[config.mk]
export PLATFORM = sky130hd
export DESIGN_NAME = curve_peak_dip_tracker_core
export DESIGN_NICKNAME = d
export VERILOG_FILES = /design/src/rtl/core/cpdt_pkg.sv /design/src/rtl/core/cpdt_step.sv /design/src/rtl/core/curve_peak_dip_tracker_core.sv
export SDC_FILE = /design/constraint.sdc
export NUM_CORES = 1
export LEC_CHECK = 0
export BUFFER_PORTS_ARGS = -buffer_cell sky130_fd_sc_hd__buf_4
export CORE_MARGIN = 3
export CORE_UTILIZATION = 30
export CTS_CLUSTER_SIZE = 30
export DETAILED_ROUTE_END_ITERATION = 10
export PLACE_DENSITY = 0.56
export SKIP_LAST_GASP = 1
export SLEW_MARGIN = 20
export SYNTH_ARGS = -nofsm -noshare
export SYNTH_HDL_FRONTEND = slang
export SYNTH_SLANG_ARGS = --single-unit
[constraint.sdc]
create_clock -name clk_i -period 5.4 [get_ports clk_i]
set_clock_uncertainty 0.1 [all_clocks]
set_input_delay 0.54 -clock clk_i [delete_from_list [all_inputs] [get_ports clk_i]]
set_output_delay 0.54 -clock clk_i [all_outputs]
set_load 0.005 [all_outputs]
[src/rtl/core/cpdt_pkg.sv]
// Types and constants shared by the curve peak/dip tracker core.
// No dependencies.
`default_nettype none

package cpdt_pkg;

  localparam int unsigned ENERGY_W = 32;
  localparam int unsigned VALUE_W  = 32;
  localparam int unsigned N_FOUND  = 4;

  // Search stage, one-hot
  typedef enum logic [4:0] {
    STG_PEAK1 = 5'b00001,
    STG_DIP1  = 5'b00010,
    STG_PEAK2 = 5'b00100,
    STG_DIP2  = 5'b01000,
    STG_DONE  = 5'b10000
  } stage_e;

  typedef struct packed {
    logic [ENERGY_W-1:0] energy;
    logic [VALUE_W-1:0]  cross_section;
    logic                last_sample;
  } in_t;

  typedef struct packed {
    logic [ENERGY_W-1:0] first_peak_energy;
    logic                first_peak_found;
    logic [ENERGY_W-1:0] first_dip_energy;
    logic                first_dip_found;
    logic [ENERGY_W-1:0] second_peak_energy;
    logic                second_peak_found;
    logic [ENERGY_W-1:0] second_dip_energy;
    logic                second_dip_found;
  } out_t;

  typedef struct packed {
    stage_e                            stage;
    logic [VALUE_W-1:0]                ext_value;
    logic [ENERGY_W-1:0]               ext_energy;
    logic [N_FOUND-1:0][ENERGY_W-1:0]  found;
  } state_t;

  localparam state_t STATE_RESET = '{
    stage:      STG_PEAK1,
    ext_value:  '0,
    ext_energy: '0,
    found:      '0
  };

endpackage

`default_nettype wire

[src/rtl/core/cpdt_step.sv]
// Combinational per-item update of the tracker state and result assembly.
// Depends on cpdt_pkg.
`default_nettype none

module cpdt_step (
  input  cpdt_pkg::state_t state_i,
  input  cpdt_pkg::in_t    item_i,
  output cpdt_pkg::state_t state_o,
  output cpdt_pkg::out_t   result_o
);
  import cpdt_pkg::*;

  logic        active;
  logic        seek_peak;
  logic        keep;
  logic [1:0]  idx;
  stage_e      stage_next;
  logic [3:0]  found_flag;

  always_comb begin
    active     = 1'b1;
    seek_peak  = 1'b0;
    idx        = 2'd0;
    stage_next = state_i.stage;
    unique case (state_i.stage)
      STG_PEAK1: begin
        seek_peak  = 1'b1;
        idx        = 2'd0;
        stage_next = STG_DIP1;
      end
      STG_DIP1: begin
        idx        = 2'd1;
        stage_next = STG_PEAK2;
      end
      STG_PEAK2: begin
        seek_peak  = 1'b1;
        idx        = 2'd2;
        stage_next = STG_DIP2;
      end
      STG_DIP2: begin
        idx        = 2'd3;
        stage_next = STG_DONE;
      end
      default: begin
        active = 1'b0;
      end
    endcase

    // equal values continue either search
    keep = seek_peak ? (item_i.cross_section >= state_i.ext_value)
                     : (item_i.cross_section <= state_i.ext_value);

    state_o = state_i;
    if (active) begin
      if (!keep) begin
        state_o.found[idx] = state_i.ext_energy;
        state_o.stage      = stage_next;
      end
      // continuing search, or the next search starts at this sample
      if (state_o.stage != STG_DONE) begin
        state_o.ext_value  = item_i.cross_section;
        state_o.ext_energy = item_i.energy;
      end
    end
  end

  always_comb begin
    unique case (state_o.stage)
      STG_PEAK1: found_flag = 4'b0000;
      STG_DIP1:  found_flag = 4'b0001;
      STG_PEAK2: found_flag = 4'b0011;
      STG_DIP2:  found_flag = 4'b0111;
      default:   found_flag = 4'b1111;
    endcase
  end

  assign result_o.first_peak_energy  = found_flag[0] ? state_o.found[0] : '0;
  assign result_o.first_peak_found   = found_flag[0];
  assign result_o.first_dip_energy   = found_flag[1] ? state_o.found[1] : '0;
  assign result_o.first_dip_found    = found_flag[1];
  assign result_o.second_peak_energy = found_flag[2] ? state_o.found[2] : '0;
  assign result_o.second_peak_found  = found_flag[2];
  assign result_o.second_dip_energy  = found_flag[3] ? state_o.found[3] : '0;
  assign result_o.second_dip_found   = found_flag[3];

endmodule

`default_nettype wire

[src/rtl/core/curve_peak_dip_tracker_core.sv]
// Top level of the curve peak/dip tracker: state registers, result register
// and handshakes. Depends on cpdt_pkg and cpdt_step.
//
// Takes one curve sample per clock and tracks the first and second peak and
// dip energies. A result item is produced only for a sample marked as last;
// it appears in the result register the cycle after that sample is taken,
// and the tracker is back in its reset state for the next curve at once.
// Samples that are not last are taken every cycle regardless of the output
// side; a last sample waits only while an earlier result is still held in
// the result register by a stall, since that single register is the only
// result storage. Sustained rate: one sample per cycle.
`default_nettype none

module curve_peak_dip_tracker_core (
  input  wire               clk_i,
  input  wire               rst_ni,
  input  wire               in_valid_i,
  output logic              in_stall_o,
  input  cpdt_pkg::in_t     in_data_i,
  output logic              out_valid_o,
  input  wire               out_stall_i,
  output cpdt_pkg::out_t    out_data_o
);
  import cpdt_pkg::*;

  state_t state_q, state_d, state_step;
  out_t   result;
  out_t   out_data_q;
  logic   out_valid_q, out_valid_d;
  logic   in_acc;
  logic   emit;

  cpdt_step u_step (
    .state_i  (state_q),
    .item_i   (in_data_i),
    .state_o  (state_step),
    .result_o (result)
  );

  assign in_stall_o = out_valid_q & out_stall_i & in_data_i.last_sample;
  assign in_acc     = in_valid_i & ~in_stall_o;
  assign emit       = in_acc & in_data_i.last_sample;

  always_comb begin
    state_d = state_q;
    if (in_acc) begin
      state_d = in_data_i.last_sample ? STATE_RESET : state_step;
    end
  end

  always_comb begin
    out_valid_d = out_valid_q;
    if (emit) begin
      out_valid_d = 1'b1;
    end else if (!out_stall_i) begin
      out_valid_d = 1'b0;
    end
  end

  always_ff @(posedge clk_i or negedge rst_ni) begin
    if (!rst_ni) begin
      state_q     <= STATE_RESET;
      out_valid_q <= 1'b0;
    end else begin
      state_q     <= state_d;
      out_valid_q <= out_valid_d;
    end
  end

  always_ff @(posedge clk_i) begin
    if (emit) begin
      out_data_q <= result;
    end
  end

  assign out_valid_o = out_valid_q;
  assign out_data_o  = out_data_q;

  // a last sample always yields a result on the next cycle
  a_last_emits: assert property (@(posedge clk_i) disable iff (!rst_ni)
    emit |=> out_valid_o)
    else $error("last sample did not produce a result");

  // the curve state is cleared after a last sample
  a_last_clears: assert property (@(posedge clk_i) disable iff (!rst_ni)
    emit |=> (state_q == STATE_RESET))
    else $error("state not cleared after last sample");

  // stages are found in order
  a_found_order: assert property (@(posedge clk_i) disable iff (!rst_ni)
    out_valid_o |-> ((!out_data_o.first_dip_found || out_data_o.first_peak_found) &&
                     (!out_data_o.second_peak_found || out_data_o.first_dip_found) &&
                     (!out_data_o.second_dip_found || out_data_o.second_peak_found)))
    else $error("found flags out of order");

endmodule

`default_nettype wire
==> results of run 1 <==
metal layers:
layer | share of wire (%) | vias up
met4 | 2.6 | 0
met3 | 6.1 | 66
met1 | 45 | 5049
met5 | 0 | -
met2 | 46 | 383
li1 | - | 4485
state kept, by name, summed over array words and instances, names as in the netlist:
signal       flops
state_q        197
out_data_o     132
out_valid_o      1
Yosys cell counts, types with 3 or more instances:
cell and n:
dfrtp_1 197, nand2_1 145, edfxtp_1 132, nor2_1 102
o2bb2ai_1 97, mux2i_1 96, o21ai_0 68, a22o_1 65
clkbuf_1 49, inv_1 38, ha_1 32, buf_2 18
a21oi_1 17, nand4_1 8, nor3_1 7, a21o_1 6
nand3_1 5, and2_1 3, buf_1 3, buf_6 3
or2_2 3
cell families (layout without fill, tap and decap cells):
group | after synthesis | in the layout | synth area share [%]
AND/OR/NAND/NOR | 284 | 284 | 8.24
flip-flops | 330 | 330 | 63.8
XOR/XNOR | 1 | 1 | 0.0626
adder cells (fa/ha/maj) | 32 | 32 | 2.86
multiplexers | 96 | 96 | 6.87
buffers and inverters | 113 | 335 | 3.38
AO/OA/AOI/OAI | 272 | 272 | 14.8
area by class of cell:
class,instances,area [um^2],area share [%]
clock buffers,55,1130,6.40
clock inverters,15,280,1.59
inverters,39,151,0.859
multi-input cells,685,4660,26.4
flip-flops and latches,330,8920,50.6
well taps,600,751,4.26
repair buffers,226,1740,9.89
worst max-delay path, stage by stage, from the launching register on:
cell and delay [ns]:
dfrtp_1 0.35, inv_1 0.05, ha_1 0.28, a21oi_1 0.15
o21ai_0 0.15, a221o_1 0.38, o311a_1 0.41, a211o_1 0.30
nor4_2 0.25, buf_4 0.34, buf_4 0.43, mux2i_1 0.25
nor2_1 0.06
power groups by stage:
stage                     Sequential [W]  Combinational (W)  Clock (W)
after global placement           0.00343            0.00216          0
after global routing             0.00345            0.00239    0.00305
after detailed placement         0.00344            0.00220          0
after floorplan                  0.00329            0.00131          0
final                            0.00341            0.00217    0.00287
after CTS                        0.00340            0.00220    0.00295
through the flow:
| step | worst slack [ns] | instances | area, um^2 |
|---|---|---|---|
| floorplan | 0.883 | 1128 | 14000 |
| global placement | 1.34 | 1878 | 16200 |
| detailed placement | 1.29 | 1879 | 16200 |
| CTS | 1.57 | 1950 | 17600 |
| global route | 1.36 | 1950 | 17600 |
| finish | 1.58 | 1950 | 17600 |
path summary, 6_finish.rpt:
kind                                           from                            to  slack, ns  cells after the start
setup reg to reg           state_q[165]$_DFFE_PN0P_  out_data_o[46]$_SDFFCE_PN0P_       1.58                     12
min in group asynchronous                    rst_ni      state_q[166]$_DFFE_PN0P_       0.50                      2
hold reg to reg             state_q[32]$_DFFE_PN0P_       state_q[32]$_DFFE_PN0P_       0.38                      2
max in group asynchronous                    rst_ni      state_q[127]$_DFFE_PN0P_       3.60                      3
setup / recovery           state_q[165]$_DFFE_PN0P_  out_data_o[46]$_SDFFCE_PN0P_       1.58                     12
hold / removal                          out_stall_i       out_valid_o$_DFFE_PN0P_       0.10                      3
repair_timing:
item,4_1_cts,5_1_grt
hold buffers,1,0
setup endpoints to repair,0,0
hold endpoints to repair,72,0
==> results by group, run 1 <==
CTS
  • H-tree depth: 2
  • CTS sink count: 330
  • Post-cts repair resize count: 0
  • Post-CTS setup buffers: 0
  • Worst skew pair latency: 0.54 ns
  • CTS Buf Count: 38
  • Clk buf depth: 3
  • CTS clk-pin slew, worst paths: 0.06 ns
  • CTS Root Cell: clkbuf_16
  • CTS tree: yes

Logic synthesis
  • Mean post-synth cell area: 12.4 um^2
  • Net Count, Synth: 1229
  • Ys flop type: dfrtp_1
  • Synthesized flop and latch total: 330
  • Mapped Cells: 1128
  • Netlist cell types: 48
  • Cell accounting for the most synthesized area: dfrtp_1
  • Synth async-reset ratio: 60.0%
  • EDFF count, synth: 132
  • Largest cells by area after synthesis: dfrtp_1, edfxtp_1, mux2i_1
  • Yosys top cell area share: 35.2%
  • Synth Cell Area: 14000 um^2
  • Syn. warnings: 0
  • Sequential element share of the synthesized area: 63.8%

Routing
  • Vias after detailed routing: 9983
  • Routed vias/inst: 5.12
  • Post-route ant nets: 0
  • Drt wl/cell: 22.0 um
  • DRT Wirelength: 42900 um
  • Initial DRC count: 815
  • Number of remaining DRC errors: 0
  • Pre-Repair DR Iteration Count: 5

Placement
  • Placer Congestion: 0.784
  • DP HPWL: 27300 um
  • Count of buffers from port buffering: 202

Run
  • Max Cap Violations: 0

Setup path
  • Crit Path Max Fanout: 20
  • Worst setup EP type: register
  • CP required: 5.58 ns
  • CP Class: register to register
  • Arr. time, crit path: 4.00 ns
  • Startpoint types: register

Timing
  • Final worst-path cycle share: 70.7%
  • Fmax: 262 MHz
  • Worst-Margin Slew: 1.03 ns
  • Final setup vio count: 0
  • Post-layout min period: 3.82 ns
  • Max_slew headroom: 31.6%
  • Endpoints failing hold: 0
  • RSZ-0062 raised after global routing: false
  • Final Max Slew Viols: 0
  • Setup TNS: 0 ns
  • Worst hold margin: 0.101 ns

Final layout
  • Area Growth Syn to Fin: 26.0%
  • Commonest non-fill, non-tap cells in the layout: buf_4, dfrtp_1, nand2_1
  • Post-layout net count: 1421
  • Share of cells above drive strength 1: 22.7%
  • Fill count: 4417
  • Post-layout util: 38.6%
  • Most common cell after layout, fill and taps aside: buf_4
  • Inserted Diodes: 0

Hold path
  • Worst min-delay path class: input pin to register

Power
  • Pwr Density: 479 nW/um^2
  • Net Sw Power: 0.00289 W
  • Int Pwr: 0.00556 W
  • Pwr Total: 0.00845 W
  • Pleak: 7.69 nW
  • Clock group share of total power: 34.0%
  • Peak supply drop: 396 uV
  • Switching power share of the total: 34.2%
  • Sequential fraction of design power: 40.3%
  • Combinational cell fraction of total power: 25.7%

GRT
  • Antenna violations before repair: 0
  • GRT Max-Usage Layer: met2
  • All-Layer GR Usage: 17.3%
  • M3 GR Usage: 3.52%
  • Global-route wire length before repair: 65600 um
  • Met1 Use GR: 24.5%
  • Number of global-route vias before repair: 10200
  • Routing usage on met2: 26.6%
  • Grt ovf: 0
  • Largest net degree at the start of global routing: 126

Floorplanning
  • Initial Utilization: 30.6%
  • Row Count: 78
  • Die width: 222 um
  • Die height: 222 um
  • Core ar.: 45700 um^2
  • # IOs: 203
  • Die Outline Area: 49300 um^2

Outcome
  • Status: completed
Power figures use the tool's default switching activity.
==> inputs of run 2 (changes only) <==
Clock period 5.4 ns to 3.9 ns, I/O delays scaled along.
==> run 2 against run 1 <==
  * Sequential power increased by 38%
  * Combinational power increased by 41%
  * Largest power group unchanged
  * Count of clock-buffer cells in the layout decreased by 3
  * Critical path type is now input pin to register
  * Critical path depth unchanged
  * Power increased by 35%
==> results by group, run 2 (synthesis results as in run 1) <==
Floorplanning
  • Initial Utilization: 30.6% (unchanged)
  • Row Count: 78 (unchanged)
  • # IOs: 203 (unchanged)
  • Die width: 222 um (unchanged)
  • Die Outline Area: 49300 um^2 (unchanged)
  • Core ar.: 45700 um^2 (unchanged)
  • Die height: 222 um (unchanged)

Routing
  • Vias after detailed routing: 10200 (was 9983)
  • DRT Wirelength: 42300 um (was 42900 um)
  • Number of remaining DRC errors: 0 (unchanged)
  • Pre-Repair DR Iteration Count: 5 (unchanged)
  • Initial DRC count: 849 (was 815)
  • Post-route ant nets: 0 (unchanged)
  • Routed vias/inst: 5.01 (was 5.12)
  • Drt wl/cell: 20.9 um (was 22.0 um)

Hold path
  • Hold_sp: in_data_i[0] (was out_stall_i)
  • Worst min-delay path class: input pin to register (unchanged)
  • Worst Hold Path EP: out_valid_o$_DFFE_PN0P_ (unchanged)
  • Hold depth: 3 (unchanged)

CTS
  • Post-cts repair resize count: 0 (unchanged)
  • Post-CTS setup buffers: 0 (unchanged)
  • CTS sink count: 330 (unchanged)
  • H-tree depth: 2 (unchanged)
  • CTS clk-pin slew, worst paths: 0.06 ns (about the same)
  • CTS Buf Count: 38 (unchanged)
  • CTS Root Cell: clkbuf_16 (unchanged)
  • CTS tree: yes (unchanged)
  • Worst skew pair latency: 0.54 ns (about the same)
  • Clk buf depth: 3 (unchanged)

Timing
  • Max_slew headroom: 29.1% (was 31.6%)
  • Final setup vio count: 0 (unchanged)
  • Worst-Margin Slew: 1.06 ns (was 1.03 ns)
  • Setup TNS: 0 ns (unchanged)
  • Final Max Slew Viols: 0 (unchanged)
  • Endpoints failing hold: 0 (unchanged)
  • Fin worst setup slack: 0.194 ns (was 1.58 ns)
  • RSZ-0062 raised after global routing: false (unchanged)
  • Fmax: 270 MHz
  • Final worst-path cycle share: 95.0%
  • Post-layout min period: 3.71 ns

Setup path
  • Arr. time, crit path: 4.07 ns (was 4.00 ns)
  • Slowest CP cell: o21ai_2 (was buf_4)
  • Slowest stage delay, CP: 0.83 ns (was 0.43 ns)
  • R2R Setup Slk: 0.33 ns (was 1.58 ns)
  • CP required: 4.26 ns (was 5.58 ns)
  • R2r worst-path depth: 11 (was 12)
  • Worst reg2reg startpoint: state_q[167]$_DFFE_PN0P_ (was state_q[165]$_DFFE_PN0P_)
  • FF-to-FF End: state_q[78]$_DFFE_PN0P_ (was out_data_o[46]$_SDFFCE_PN0P_)
  • Crit Path Max Fanout: 16 (was 20)
  • Worst-path cell chain: dlygate4sd3_1, buf_4, ha_1, a21oi_1, o21ai_0, a221o_1, o31ai_1, a211o_1, nor4_2, buf_4, o21ai_2, o2bb2ai_1 (was inv_1, ha_1, a21oi_1, o21ai_0, a221o_1, o311a_1, a211o_1, nor4_2, buf_4, buf_4, mux2i_1, nor2_1)
  • CP Class: input pin to register (was register to register)
  • Startpoint types: input pin (was register)
  • Most used cell, CP: buf_4 (unchanged)
  • Worst setup EP type: register (unchanged)

Placement
  • DP HPWL: 26900 um (was 27300 um)
  • Placer Congestion: 0.847 (was 0.784)
  • Count of buffers from port buffering: 202 (unchanged)
  • Pre-CTS WS: 0.207 ns (was 1.29 ns)
  • Placed Area: 16300 um^2 (was 16200 um^2)

Power
  • Pwr Density: 624 nW/um^2 (was 479 nW/um^2)
  • Peak supply drop: 405 uV (was 396 uV)
  • Pleak: 7.94 nW (was 7.69 nW)
  • Pwr Total: 0.0114 W (was 0.00845 W)

Run
  • Max Cap Violations: 0 (unchanged)

GRT
  • All-Layer GR Usage: 16.8% (was 17.3%)
  • Grt ovf: 0 (unchanged)
  • Number of global-route vias before repair: 10500 (was 10200)
  • Antenna violations before repair: 1 (was 0)
  • Global-route wire length before repair: 64900 um (was 65600 um)
  • Largest net degree at the start of global routing: 135 (was 126)

Final layout
  • Post-layout net count: 1497 (was 1421)
  • Inserted Diodes: 0 (unchanged)
  • Max reg flops: 197 (unchanged)
  • Finished Cell Area: 18200 um^2 (was 17600 um^2)
  • Area Growth Syn to Fin: 30.3% (was 26.0%)
  • Post-layout util: 39.9% (was 38.6%)
  • Share of cells above drive strength 1: 21.9% (was 22.7%)
  • Most common cell after layout, fill and taps aside: buf_4 (unchanged)
  • Commonest non-fill, non-tap cells in the layout: buf_4, dfrtp_1, nand2_1 (unchanged)
  • Most flop-heavy register: state_q (unchanged)
  • Fill count: 4375 (was 4417)

Outcome
  • Status: completed (unchanged)
-- run 2: cell type report --
cell class / instances / area, um^2 / share of cell area [%]
Tap cell: 600 / 751 / 4.12
Sequential cell: 330 / 8920 / 48.9
Multi-Input combinational cell: 686 / 4670 / 25.6
Clock buffer: 52 / 1090 / 5.96
Clock inverter: 18 / 173 / 0.947
Timing Repair Buffer: 301 / 2480 / 13.6
Inverter: 39 / 150 / 0.824
-- run 2: timing repair --
item                       in CTS  in global routing
setup endpoints to repair       0                  6
hold buffers                   66                  0
hold endpoints to repair      163                  0
-- run 2: stage by stage --
stage,hold slack (ns),instances
2_1_floorplan,-0.00559,1128
3_3_place_gp,0.362,1889
3_5_place_dp,0.370,1889
4_1_cts,0.116,2025
5_1_grt,0.177,2026
6_report,0.176,2026
-- run 2: where the power goes --
| group | leakage (nW) | switching (W) | internal, W |
|---|---|---|---|
| Clock | 0.615 | 0.00145 | 0.00216 |
| Sequential | 3.99 | 0.000525 | 0.00418 |
| Combinational | 3.33 | 0.00198 | 0.00108 |
| Total | 7.94 | 0.00396 | 0.00742 |
-- run 2: how the worst max path moves through the flow --
| stage | start | end | slack, ns | cells after the start |
|---|---|---|---|---|
| 2_1_floorplan | in_data_i[0] | out_data_o[0]$_DFFE_PP_ | 0.13 | 6 |
| 3_3_place_gp | in_data_i[8] | out_data_o[35]$_SDFFCE_PN0P_ | 0.28 | 12 |
| 3_5_place_dp | in_data_i[8] | state_q[70]$_DFFE_PN0P_ | 0.21 | 11 |
| 4_1_cts | in_data_i[8] | state_q[84]$_DFFE_PN0P_ | 0.22 | 12 |
| 5_1_grt | in_data_i[8] | state_q[74]$_DFFE_PN0P_ | 0.03 | 12 |
| 6_report | in_data_i[8] | state_q[78]$_DFFE_PN0P_ | 0.19 | 12 |
-- run 2: layer usage --
metal / track usage (%) / vias to the layer above / wire (um)
met5: 0 / - / 13
li1: - / 4655 / -
met1: 23.6 / 5081 / 19300
met3: 3.50 / 69 / 2590
met4: 6.03 / 2 / 1180
met2: 25.9 / 351 / 19200
-- run 2: worst max-delay path, delay by kind of cell --
kind            cells  cell delay, ns
simple gates        1            0.08
buf+inv             3            0.83
compound gates      7            2.44
fa+ha+maj           1            0.32
==> inputs of run 3 (changes only) <==
Settings changed: CTS_BUF_LIST from default to sky130_fd_sc_hd__clkbuf_4, PLACE_DENSITY 0.56 to 0.57.
==> run 3 against run 2 <==
  * Setup slack improved by 0.099 ns
  * Count of clock-buffer cells in the layout up 95
  * Critical path depth shrank 1
  * Final area rose by 0.21%
  * Combinational power up 2%
  * Maximum frequency rose by 2.7%
  * Die area stayed put
  * Power shrank 1.8%
  * Clock power decreased by 8.0%
  * First-iteration DRC count shrank 25%
  * Via count is 3.1% higher
  * Cell count is 4.9% higher
  * Critical endpoint is now out_data_o[89]$_SDFFCE_PN0P_
  * Largest power group unchanged
==> results by group, run 3 (synthesis results as in run 1) <==
Outcome
  • Status: completed (unchanged)

Floorplanning
  • Row Count: 78 (unchanged)
  • Initial Utilization: 30.6% (unchanged)
  • Die height: 222 um (unchanged)
  • Die Outline Area: 49300 um^2 (unchanged)
  • Die width: 222 um (unchanged)
  • # IOs: 203 (unchanged)
  • Core ar.: 45700 um^2 (unchanged)

GRT
  • Grt ovf: 0 (unchanged)
  • Largest net degree at the start of global routing: 135 (unchanged)
  • All-Layer GR Usage: 17.5% (was 16.8%)
  • Antenna violations before repair: 1 (unchanged)
  • Global-route wire length before repair: 66500 um (was 64900 um)
  • Number of global-route vias before repair: 11100 (was 10500)

Placement
  • Placed Area: 16300 um^2 (unchanged)
  • Count of buffers from port buffering: 202 (unchanged)
  • Placer Congestion: 0.808 (was 0.847)
  • Pre-CTS WS: 0.116 ns (was 0.207 ns)
  • DP HPWL: 26700 um (was 26900 um)

Power
  • Switching power share of the total: 36.4% (was 34.8%)
  • Clock group share of total power: 29.7% (was 31.8%)
  • Pwr Density: 611 nW/um^2 (was 624 nW/um^2)
  • Pleak: 8.10 nW (was 7.94 nW)
  • Combinational cell fraction of total power: 28.0% (was 26.9%)
  • Peak supply drop: 372 uV (was 405 uV)
  • Sequential fraction of design power: 42.2% (was 41.3%)
  • Int Pwr: 0.00710 W (was 0.00742 W)
  • Net Sw Power: 0.00406 W (was 0.00396 W)

Final layout
  • Post-layout net count: 1550 (was 1497)
  • Fill count: 4462 (was 4375)
  • Commonest non-fill, non-tap cells in the layout: buf_4, dfrtp_1, clkbuf_4 (was buf_4, dfrtp_1, nand2_1)
  • Max reg flops: 197 (unchanged)
  • Area Growth Syn to Fin: 30.6% (was 30.3%)
  • Most common cell after layout, fill and taps aside: buf_4 (unchanged)
  • Share of cells above drive strength 1: 26.5% (was 21.9%)
  • Most flop-heavy register: state_q (unchanged)
  • Finished Cell Area: 18300 um^2 (was 18200 um^2)
  • Post-layout util: 40.0% (was 39.9%)

CTS
  • CTS clk-pin slew, worst paths: 0.07 ns (was 0.06 ns)
  • CTS Root Cell: clkbuf_4 (was clkbuf_16)
  • H-tree depth: 3 (was 2)
  • CTS Buf Count: 92 (was 38)
  • CTS tree: yes (unchanged)
  • Worst skew pair latency: 0.79 ns (was 0.54 ns)
  • CTS sink count: 330 (unchanged)
  • Clk buf depth: 3 (unchanged)

Setup path
  • Startpoint types: register (was input pin)
  • CP required: 4.31 ns (was 4.26 ns)
  • R2R Setup Slk: 0.29 ns (was 0.33 ns)
  • CP Class: register to register (was input pin to register)
  • Worst setup EP type: register (unchanged)
  • Arr. time, crit path: 4.02 ns (was 4.07 ns)
  • Crit Path Max Fanout: 14 (was 16)

Timing
  • Worst hold margin: 0.208 ns (was 0.176 ns)
  • RSZ-0062 raised after global routing: false (unchanged)
  • Worst-Margin Slew: 1.03 ns (was 1.06 ns)
  • Final Max Slew Viols: 0 (unchanged)
  • Final setup vio count: 0 (unchanged)
  • Endpoints failing hold: 0 (unchanged)
  • Max_slew headroom: 31.2% (was 29.1%)
  • Post-layout min period: 3.61 ns (was 3.71 ns)
  • Final worst-path cycle share: 92.5% (was 95.0%)
  • Fmax: 277 MHz (was 270 MHz)
  • Fin worst setup slack: 0.293 ns (was 0.194 ns)
  • Setup TNS: 0 ns (unchanged)

Routing
  • DRT Wirelength: 43200 um (was 42300 um)
  • Initial DRC count: 638 (was 849)
  • Pre-Repair DR Iteration Count: 5 (unchanged)
  • Drt wl/cell: 20.3 um (was 20.9 um)
  • Post-route ant nets: 0 (unchanged)
  • Number of remaining DRC errors: 0 (unchanged)
  • Vias after detailed routing: 10500 (was 10200)
  • Routed vias/inst: 4.93 (was 5.01)

Run
  • Max Cap Violations: 0 (unchanged)

Hold path
  • Worst min-delay path class: input pin to asynchronous set/reset pin (was input pin to register)
run 3: cell types whose count changed in the layout (fill, tap and decap cells not counted), moves of 5 or more:
cell           before  now
clkbuf_16          41    0
clkbuf_4            0  147
buf_4             230  221
clkinv_1            5   17
clkbuf_1            9    0
dlygate4sd3_1      66   71
clkinv_2            7    2
run 3: power by group through the flow:
stage                     registers (W)  clock network (W)  logic, W
final                           0.00472            0.00332   0.00313
after global routing            0.00478            0.00365   0.00343
after CTS                       0.00470            0.00345   0.00314
after detailed placement        0.00476                  0   0.00307
after global placement          0.00475                  0   0.00302
after floorplan                 0.00456                  0   0.00181
run 3: routing by layer:
layer	wire length, um	track usage [%]	vias to the layer above
li1	-	-	4826
met1	19000	23.4	5198
met2	20100	27.4	385
met3	3120	4.87	62
met4	971	6.19	0
met5	0	0	-
run 3: repair_timing:
| item | CTS | global route |
|---|---|---|
| buffers inserted | 0 | 0 |
| gates resized for setup | 0 | 2 |
| hold endpoints to repair | 172 | 0 |
| hold buffers | 71 | 0 |
| setup endpoints to repair | 0 | 5 |
run 3: path summary, 6_finish.rpt:
kind                                           from  depth (start not counted)                            to
hold / removal                               rst_ni                          2      state_q[101]$_DFFE_PN0P_
setup / recovery           state_q[165]$_DFFE_PN0P_                         11  out_data_o[89]$_SDFFCE_PN0P_
hold reg to reg             state_q[48]$_DFFE_PN0P_                          2       state_q[48]$_DFFE_PN0P_
min in group clk_i                    in_data_i[40]                          3      state_q[135]$_DFFE_PN0P_
setup reg to reg           state_q[165]$_DFFE_PN0P_                         11  out_data_o[89]$_SDFFCE_PN0P_
max in group asynchronous                    rst_ni                          3       state_q[29]$_DFFE_PN0P_
run 3: cell type report:
type	instances	area (um^2)	share of cell area, %
Timing Repair Buffer	301	2530	13.9
Antenna cell	1	2.50	0.0137
Tap cell	600	751	4.11
Sequential cell	330	8920	48.8
Clock buffer	147	1100	6.04
Clock inverter	23	141	0.774
Inverter	39	150	0.822
Multi-Input combinational cell	685	4660	25.5
run 3: per-stage QoR:
stage | total power (W) | cells
2_1_floorplan | 0.00637 | 1128
3_3_place_gp | 0.00777 | 1884
3_5_place_dp | 0.00782 | 1884
4_1_cts | 0.0113 | 2125
5_1_grt | 0.0119 | 2126
6_report | 0.0112 | 2126
run 3: worst max-delay path, cell delays in order, from the launching register on:
cell      delay [ns]
dfrtp_1         0.36
inv_1           0.05
ha_1            0.29
a21oi_1         0.15
o21ai_0         0.13
a221o_1         0.38
o31ai_1         0.46
a211oi_4        0.18
nand2_1         0.17
a21o_1          0.64
buf_4           0.32
nor2_1          0.07
